$ cat src/hdl/jfcm_pkg.sv
// Types, constants and color stop table for the jet color map
`default_nettype none
package jfcm_pkg;

	localparam int SAMPLE_BITS     = 16;
	localparam int POSITION_BITS   = 16;
	localparam int SEG_BITS        = 3;
	localparam int FRAC_BITS       = POSITION_BITS - SEG_BITS;
	localparam int CHAN_BITS       = 8;
	localparam int NUM_CHAN        = 3;
	localparam int STEPS_PER_STAGE = 4;
	localparam int DIV_STAGES      = (POSITION_BITS + STEPS_PER_STAGE - 1) / STEPS_PER_STAGE;
	localparam int LATENCY         = DIV_STAGES + 3;
	localparam int PROD_BITS       = CHAN_BITS + FRAC_BITS + 2;

	localparam logic [SAMPLE_BITS-1:0] RANGE_LOW_RST  = SAMPLE_BITS'(0);
	localparam logic [SAMPLE_BITS-1:0] RANGE_HIGH_RST = SAMPLE_BITS'(65535);

	localparam logic REG_RANGE_LOW  = 1'b0;
	localparam logic REG_RANGE_HIGH = 1'b1;

	localparam logic [SEG_BITS:0] LAST_STOP = (SEG_BITS + 1)'(8);

	typedef struct packed {
		logic                     vld;
		logic                     sat;
		logic [SAMPLE_BITS-1:0]   rem;
		logic [POSITION_BITS-1:0] quo;
	} jfcm_div_t;

	typedef struct packed {
		logic [CHAN_BITS-1:0] r;
		logic [CHAN_BITS-1:0] g;
		logic [CHAN_BITS-1:0] b;
	} jfcm_rgb_t;

	function automatic jfcm_rgb_t jfcm_stop(input logic [SEG_BITS:0] idx);
		jfcm_rgb_t c;
		unique case (idx)
			4'd0:    c = '{r: 8'd0,   g: 8'd0,   b: 8'd127};
			4'd1:    c = '{r: 8'd0,   g: 8'd0,   b: 8'd255};
			4'd2:    c = '{r: 8'd0,   g: 8'd127, b: 8'd255};
			4'd3:    c = '{r: 8'd0,   g: 8'd255, b: 8'd255};
			4'd4:    c = '{r: 8'd127, g: 8'd255, b: 8'd127};
			4'd5:    c = '{r: 8'd255, g: 8'd255, b: 8'd0};
			4'd6:    c = '{r: 8'd255, g: 8'd127, b: 8'd0};
			4'd7:    c = '{r: 8'd255, g: 8'd0,   b: 8'd0};
			default: c = '{r: 8'd127, g: 8'd0,   b: 8'd0};
		endcase
		return c;
	endfunction

endpackage
`default_nettype wire

$ cat src/hdl/jfcm_divider.sv
// Pipelined restoring divider producing the normalized position
`default_nettype none
module jfcm_divider (
	input  wire logic                           clk,
	input  wire logic                           arst_n,
	input  wire jfcm_pkg::jfcm_div_t            head,
	input  wire logic [jfcm_pkg::SAMPLE_BITS-1:0] span,
	output jfcm_pkg::jfcm_div_t                 tail
);

	jfcm_pkg::jfcm_div_t div_s [jfcm_pkg::DIV_STAGES+1];
	jfcm_pkg::jfcm_div_t div_nxt [jfcm_pkg::DIV_STAGES];
	logic                vld_s [jfcm_pkg::DIV_STAGES+1];

	always_comb begin
		div_s[0] = head;
		vld_s[0] = head.vld;
	end

	for (genvar j = 0; j < jfcm_pkg::DIV_STAGES; j++) begin : g_stage
		always_comb begin
			logic [jfcm_pkg::SAMPLE_BITS:0] trial;
			logic                           bit_q;
			div_nxt[j] = div_s[j];
			for (int t = 0; t < jfcm_pkg::STEPS_PER_STAGE; t++) begin
				if (j * jfcm_pkg::STEPS_PER_STAGE + t < jfcm_pkg::POSITION_BITS) begin
					trial = {div_nxt[j].rem, 1'b0};
					bit_q = (trial >= {1'b0, span});
					if (bit_q) begin
						trial = trial - {1'b0, span};
					end
					div_nxt[j].rem = trial[jfcm_pkg::SAMPLE_BITS-1:0];
					div_nxt[j].quo = {div_nxt[j].quo[jfcm_pkg::POSITION_BITS-2:0], bit_q};
				end
			end
		end

		always_ff @(posedge clk or negedge arst_n) begin
			if (!arst_n) begin
				vld_s[j+1] <= 1'b0;
			end else begin
				vld_s[j+1] <= vld_s[j];
			end
		end

		always_ff @(posedge clk) begin
			div_s[j+1] <= div_nxt[j];
		end
	end

	always_comb begin
		tail     = div_s[jfcm_pkg::DIV_STAGES];
		tail.vld = vld_s[jfcm_pkg::DIV_STAGES];
	end

endmodule
`default_nettype wire

$ cat src/hdl/jfcm_blend.sv
// Segment lookup and linear interpolation of the three color channels
`default_nettype none
module jfcm_blend (
	input  wire logic                          clk,
	input  wire logic                          arst_n,
	input  wire jfcm_pkg::jfcm_div_t           pos,
	output logic                               done,
	output logic [jfcm_pkg::CHAN_BITS-1:0]     red,
	output logic [jfcm_pkg::CHAN_BITS-1:0]     green,
	output logic [jfcm_pkg::CHAN_BITS-1:0]     blue
);

	logic [jfcm_pkg::SEG_BITS:0]         idx;
	logic [jfcm_pkg::FRAC_BITS-1:0]      frac;
	jfcm_pkg::jfcm_rgb_t                 c_lo;
	jfcm_pkg::jfcm_rgb_t                 c_hi;
	logic [jfcm_pkg::CHAN_BITS-1:0]      base   [jfcm_pkg::NUM_CHAN];
	logic [jfcm_pkg::CHAN_BITS-1:0]      top    [jfcm_pkg::NUM_CHAN];
	logic signed [jfcm_pkg::CHAN_BITS:0] delta  [jfcm_pkg::NUM_CHAN];
	logic signed [jfcm_pkg::PROD_BITS-1:0] prod [jfcm_pkg::NUM_CHAN];

	logic                                  vld_s1;
	logic [jfcm_pkg::CHAN_BITS-1:0]        base_s1 [jfcm_pkg::NUM_CHAN];
	logic signed [jfcm_pkg::PROD_BITS-1:0] prod_s1 [jfcm_pkg::NUM_CHAN];
	logic signed [jfcm_pkg::PROD_BITS-1:0] sum     [jfcm_pkg::NUM_CHAN];
	logic [jfcm_pkg::CHAN_BITS-1:0]        chan_s2 [jfcm_pkg::NUM_CHAN];

	always_comb begin
		idx  = pos.sat ? jfcm_pkg::LAST_STOP
		               : {1'b0, pos.quo[jfcm_pkg::POSITION_BITS-1 -: jfcm_pkg::SEG_BITS]};
		frac = pos.sat ? '0 : pos.quo[jfcm_pkg::FRAC_BITS-1:0];
		c_lo = jfcm_pkg::jfcm_stop(idx);
		c_hi = jfcm_pkg::jfcm_stop((jfcm_pkg::SEG_BITS + 1)'(idx + 1'b1));
		base[0] = c_lo.r;
		base[1] = c_lo.g;
		base[2] = c_lo.b;
		top[0]  = c_hi.r;
		top[1]  = c_hi.g;
		top[2]  = c_hi.b;
		for (int c = 0; c < jfcm_pkg::NUM_CHAN; c++) begin
			delta[c] = $signed({1'b0, top[c]}) - $signed({1'b0, base[c]});
			prod[c]  = jfcm_pkg::PROD_BITS'(delta[c])
			         * $signed(jfcm_pkg::PROD_BITS'({1'b0, frac}));
		end
	end

	always_ff @(posedge clk or negedge arst_n) begin
		if (!arst_n) begin
			vld_s1 <= 1'b0;
			done   <= 1'b0;
		end else begin
			vld_s1 <= pos.vld;
			done   <= vld_s1;
		end
	end

	always_ff @(posedge clk) begin
		for (int c = 0; c < jfcm_pkg::NUM_CHAN; c++) begin
			base_s1[c] <= base[c];
			prod_s1[c] <= prod[c];
		end
	end

	always_comb begin
		for (int c = 0; c < jfcm_pkg::NUM_CHAN; c++) begin
			sum[c] = $signed({2'b00, base_s1[c], {jfcm_pkg::FRAC_BITS{1'b0}}}) + prod_s1[c];
		end
	end

	always_ff @(posedge clk) begin
		for (int c = 0; c < jfcm_pkg::NUM_CHAN; c++) begin
			chan_s2[c] <= sum[c][jfcm_pkg::FRAC_BITS +: jfcm_pkg::CHAN_BITS];
		end
	end

	assign red   = chan_s2[0];
	assign green = chan_s2[1];
	assign blue  = chan_s2[2];

endmodule
`default_nettype wire

$ cat src/hdl/jet_false_color_map.sv
// Jet false color map: clamp, pipelined divide, segment interpolation
// Throughput: one request per clock; busy stays low.
// A request passes through the clamp stage, four divider stages of four quotient bits,
// and the multiply and sum registers before it drives done.
// Reset clears all valid bits and loads range_low = 0, range_high = 65535.
// A range write applies to requests taken after the edge that writes it.
`default_nettype none
module jet_false_color_map (
	input  wire logic                              clk,
	input  wire logic                              arst_n,
	input  wire logic                              start,
	output logic                                   busy,
	input  wire logic [jfcm_pkg::SAMPLE_BITS-1:0]  sample,
	input  wire logic                              cfg_valid,
	output logic                                   cfg_ready,
	input  wire logic                              cfg_index,
	input  wire logic [jfcm_pkg::SAMPLE_BITS-1:0]  cfg_data,
	output logic                                   done,
	output logic [jfcm_pkg::CHAN_BITS-1:0]         red,
	output logic [jfcm_pkg::CHAN_BITS-1:0]         green,
	output logic [jfcm_pkg::CHAN_BITS-1:0]         blue
);

	logic [jfcm_pkg::SAMPLE_BITS-1:0] range_low_q;
	logic [jfcm_pkg::SAMPLE_BITS-1:0] range_high_q;
	logic [jfcm_pkg::SAMPLE_BITS-1:0] span_q;
	logic                             accept;
	logic                             below;
	logic                             at_top;
	logic                             empty;
	logic                             vld_s1;
	logic                             sat_s1;
	logic [jfcm_pkg::SAMPLE_BITS-1:0] num_s1;
	jfcm_pkg::jfcm_div_t              head;
	jfcm_pkg::jfcm_div_t              tail;

	assign busy      = 1'b0;
	assign cfg_ready = 1'b1;
	assign accept    = start && !busy;

	always_ff @(posedge clk or negedge arst_n) begin
		if (!arst_n) begin
			range_low_q  <= jfcm_pkg::RANGE_LOW_RST;
			range_high_q <= jfcm_pkg::RANGE_HIGH_RST;
		end else if (cfg_valid && cfg_ready) begin
			unique case (cfg_index)
				jfcm_pkg::REG_RANGE_LOW:  range_low_q  <= cfg_data;
				jfcm_pkg::REG_RANGE_HIGH: range_high_q <= cfg_data;
				default:                  range_low_q  <= range_low_q;
			endcase
		end
	end

	always_ff @(posedge clk) begin
		span_q <= range_high_q - range_low_q;
	end

	always_comb begin
		below  = sample < range_low_q;
		at_top = sample >= range_high_q;
		empty  = range_high_q <= range_low_q;
	end

	always_ff @(posedge clk or negedge arst_n) begin
		if (!arst_n) begin
			vld_s1 <= 1'b0;
		end else begin
			vld_s1 <= accept;
		end
	end

	always_ff @(posedge clk) begin
		sat_s1 <= empty || at_top;
		num_s1 <= below ? '0 : sample - range_low_q;
	end

	always_comb begin
		head.vld = vld_s1;
		head.sat = sat_s1;
		head.rem = num_s1;
		head.quo = '0;
	end

	jfcm_divider u_div (
		.clk    (clk),
		.arst_n (arst_n),
		.head   (head),
		.span   (span_q),
		.tail   (tail)
	);

	jfcm_blend u_blend (
		.clk    (clk),
		.arst_n (arst_n),
		.pos    (tail),
		.done   (done),
		.red    (red),
		.green  (green),
		.blue   (blue)
	);

endmodule
`default_nettype wire

$ cat config.mk
export PLATFORM = sky130hd
export DESIGN_NAME = jet_false_color_map
export DESIGN_NICKNAME = d
export VERILOG_FILES = /design/src/hdl/jfcm_pkg.sv /design/src/hdl/jfcm_divider.sv /design/src/hdl/jfcm_blend.sv /design/src/hdl/jet_false_color_map.sv
export SDC_FILE = /design/constraint.sdc
export NUM_CORES = 2
export LEC_CHECK = 0
export ABC_AREA = 1
export BUFFER_PORTS_ARGS = -buffer_cell sky130_fd_sc_hd__buf_4
export CAP_MARGIN = 20
export CORE_ASPECT_RATIO = 1.2
export CORE_MARGIN = 2
export CORE_UTILIZATION = 45
export CTS_CLUSTER_SIZE = 30
export DETAILED_ROUTE_END_ITERATION = 12
export PLACE_DENSITY = 0.7
export SLEW_MARGIN = 30
export SYNTH_ARGS = -nofsm -noshare
export SYNTH_HDL_FRONTEND = slang
export SYNTH_SLANG_ARGS = --single-unit
$ cat constraint.sdc
create_clock -name clk -period 8.34 [get_ports clk]
set_input_delay 0.834 -clock clk [delete_from_list [all_inputs] [get_ports clk]]
set_output_delay 0.834 -clock clk [all_outputs]
set_load 0.01 [all_outputs]
==> results.cfg <==
[setup_path]
cpMostUsedCell = inv_1
rr_startpoint = u_div.tail[32]
r2r.worst_path.cells = 32
critPathCaptureType = register
worst-endpoint-required_ns = 8.84
cp_slowest_cell = o21ai_0
start_kind = register
worst_r2r_endpoint = u_blend.prod_s1[0][20]
cp_max_fo = 15
critPathArrivalTime_ns = 8.29
slowest_delay_ns = 0.75
r2r_slack_ns = 0.55
path_class = register to register

[layout]
areaGrowthSynthToFinish_pct = 10.1
fillers = 6914
final_nets = 5290
final_cell_mix = 1135 x nand2_1, 740 x inv_1, 468 x ha_1
instances_no_fill = 5479
antenna_cells = 0
layout_commonest_cell = nand2_1
drive_gt1_share_pct = 7.34

[clock_tree]
cts_made_buffers = 27
tritoncts = yes
cts_buffer_depth = 3
cts-hold-fix-buffers = 0
cts.clk_slew.worst_paths_ns = 0.06
clock-sinks = 218
clk_latency_ns = 0.60
root_buffer = clkbuf_16
h-tree-depth = 1

[worst_hold_path]
min_path_type = input port to asynchronous set/reset pin

[route]
num_vias = 28541
drt_iter0_markers = 1786
dr.pass1.iters = 6
remaining_drc_errors = 0
routed_wl_mm = 88.4
vias_per_cell = 5.21
ant_nets = 0
wl_per_cell_um = 16.1

[synth]
yosysTopAreaCell = ha_1
ys.flop_type = dfxtp_1
synth_warnings = 0
synthTopCellsByArea = ha_1 19%, fa_1 15%, nand2_1 13%, dfxtp_1 11%, inv_1 8.8%
syn-num-nets = 5166
synthArstFlopShare_pct = 17.9
yosysSeqAreaShare_pct = 14.4
synth_cells = 4417
synth_top_area_share_pct = 18.6
synth_cell_types = 65
synth_area_um2 = 31800
avgSynthCellArea_um2 = 7.19
synth_edf_count = 0
synth_seq_cells = 218

[global_route]
grt_remaining_overflow = 0
grt_use_total_pct = 24.3
grt_pass1_vias = 28412
grt_pass1_wl_mm = 142
antenna_found_initial = 0
grt_max_degree = 40

[sta]
finalMaxSlewViolations = 0
period_share_pct = 93.4
relSlewSlack_pct = 39.4
finalSetupViolCount = 0
fmax_mhz = 128
hold_violations = 0
rsz0062_at_grt = true
tightest_slew_ns = 0.907
fin_skew_ns = 0.0309
fin_crit_ns = 7.79
setup-tns-final_ns = 0

[die]
rows = 106
die_w_um = 247
initial_core_util_pct = 45.5
ioPinCount = 64
core_um2 = 69800
die_h_um = 295
dieArea_um2 = 72800

[placement]
placed_cells = 5403
place.gp.congestion = 0.978
hpwlAfterDp_mm = 73.3
io_buffers = 61

[status]
outcome = complete, no violations

[job]
cap_violations = 0
## per-layer routing
| layer | global-route usage, % | vias up | routed length (um) |
|---|---|---|---|
| met5 | 0 | - | 0 |
| met4 | 12.8 | 0 | 5210 |
| met3 | 2.33 | 261 | 3480 |
| met2 | 45.7 | 730 | 45400 |
| met1 | 26.9 | 13176 | 34300 |
| li1 | - | 14374 | - |
## final cells by class
| cell class | count | area, um2 | share of cell area [%] |
|---|---|---|---|
| Tap cell | 918 | 1150 | 3.28 |
| Sequential cell | 218 | 4580 | 13.1 |
| Inverter | 767 | 2930 | 8.38 |
| Clock buffer | 38 | 767 | 2.19 |
| Multi-Input combinational cell | 3371 | 24200 | 69.1 |
| Timing Repair inverter | 1 | 5.00 | 0.0143 |
| Timing Repair Buffer | 155 | 1270 | 3.62 |
| Clock inverter | 11 | 95.1 | 0.272 |
## logic make-up after synthesis
group | share of synthesized area [%]
adders and majority gates | 33.7
buffers and inverters | 10.3
xor gates and xnor gates | 7.64
other | 0.0236
DFF | 14.4
and+or+nand+nor | 21.9
AOI/OAI and AO/OA | 12.1
## how the worst max path moves through the flow
stage	startpoint	to	slack [ns]
2_1_floorplan	span_q[0]	u_div.div_s[118]	1.0
3_3_place_gp	span_q[8]	u_div.tail[0]	0.21
3_5_place_dp	span_q[8]	u_div.tail[0]	0.13
4_1_cts	span_q[8]	u_div.tail[0]	0.1
5_1_grt	span_q[7]	u_div.div_s[59]	-0.04
6_report	u_div.tail[32]	u_blend.prod_s1[0][20]	0.55
## critical path, delay by kind of cell, from the launching register on
family | cells | cell delay (ns)
adder cells (fa/ha/maj) | 9 | 3.61
AO/OA/AOI/OAI | 4 | 1.33
buffers and inverters | 10 | 1.19
AND/OR/NAND/NOR | 8 | 0.97
flip-flops | 1 | 0.45
XOR/XNOR | 1 | 0.16
## Yosys cell counts (6+ instances only)
master       n
buf_4       12
ha_1       472
inv_2       14
o21ai_0    228
or2_2       12
buf_2       18
nor2_2       8
dfrtp_1     23
xor2_1     155
nand4_1     34
a21o_1      21
dfxtp_1    179
dfstp_2     16
inv_1      747
o21a_1       6
nor4_1       7
nand2_2     12
and2_1      16
a211oi_1    13
fa_1       240
a31oi_1     16
nand3_1    140
nand3_2      7
a21boi_0    14
a21oi_1    289
nor3_1      32
xnor2_1    122
nor2_1     242
o21ai_1     63
nand3b_1    10
nand2_1   1138
clkbuf_1    23
buf_6       10
o21bai_1    15
## stage by stage
| step | worst slack [ns] | util (%) | hold WS, ns | area [um2] |
|---|---|---|---|---|
| after floorplan | 0.996 | - | 0.310 | 31800 |
| after global placement | 0.206 | 48.1 | 0.311 | 33600 |
| after detailed placement | 0.128 | 48.1 | 0.312 | 33600 |
| after CTS | 0.0960 | 49.3 | 0.194 | 34400 |
| after global routing | -0.0357 | 50.2 | 0.227 | 35000 |
| final | 0.549 | 50.2 | 0.201 | 35000 |
## sequential cells by signal (all words and copies together), names as in the netlist, 16 cells and up
signal	flops
num_s1	16
range_high_q	16
range_low_q	16
span_q	16
u_blend.chan_s2	24
u_blend.prod_s1	24
u_div.div_nxt	27
u_div.div_s	48
u_div.tail	18
## timing repair
action                                 in CTS  in global routing
resized for setup                           0                 82
buffers inserted                            0                 22
setup endpoints to repair                   0                 52
endpoints found under the hold margin       0                  0
Power is not shown: default switching activity piles up to over one toggle a cycle in this logic, so the estimate is an artifact.
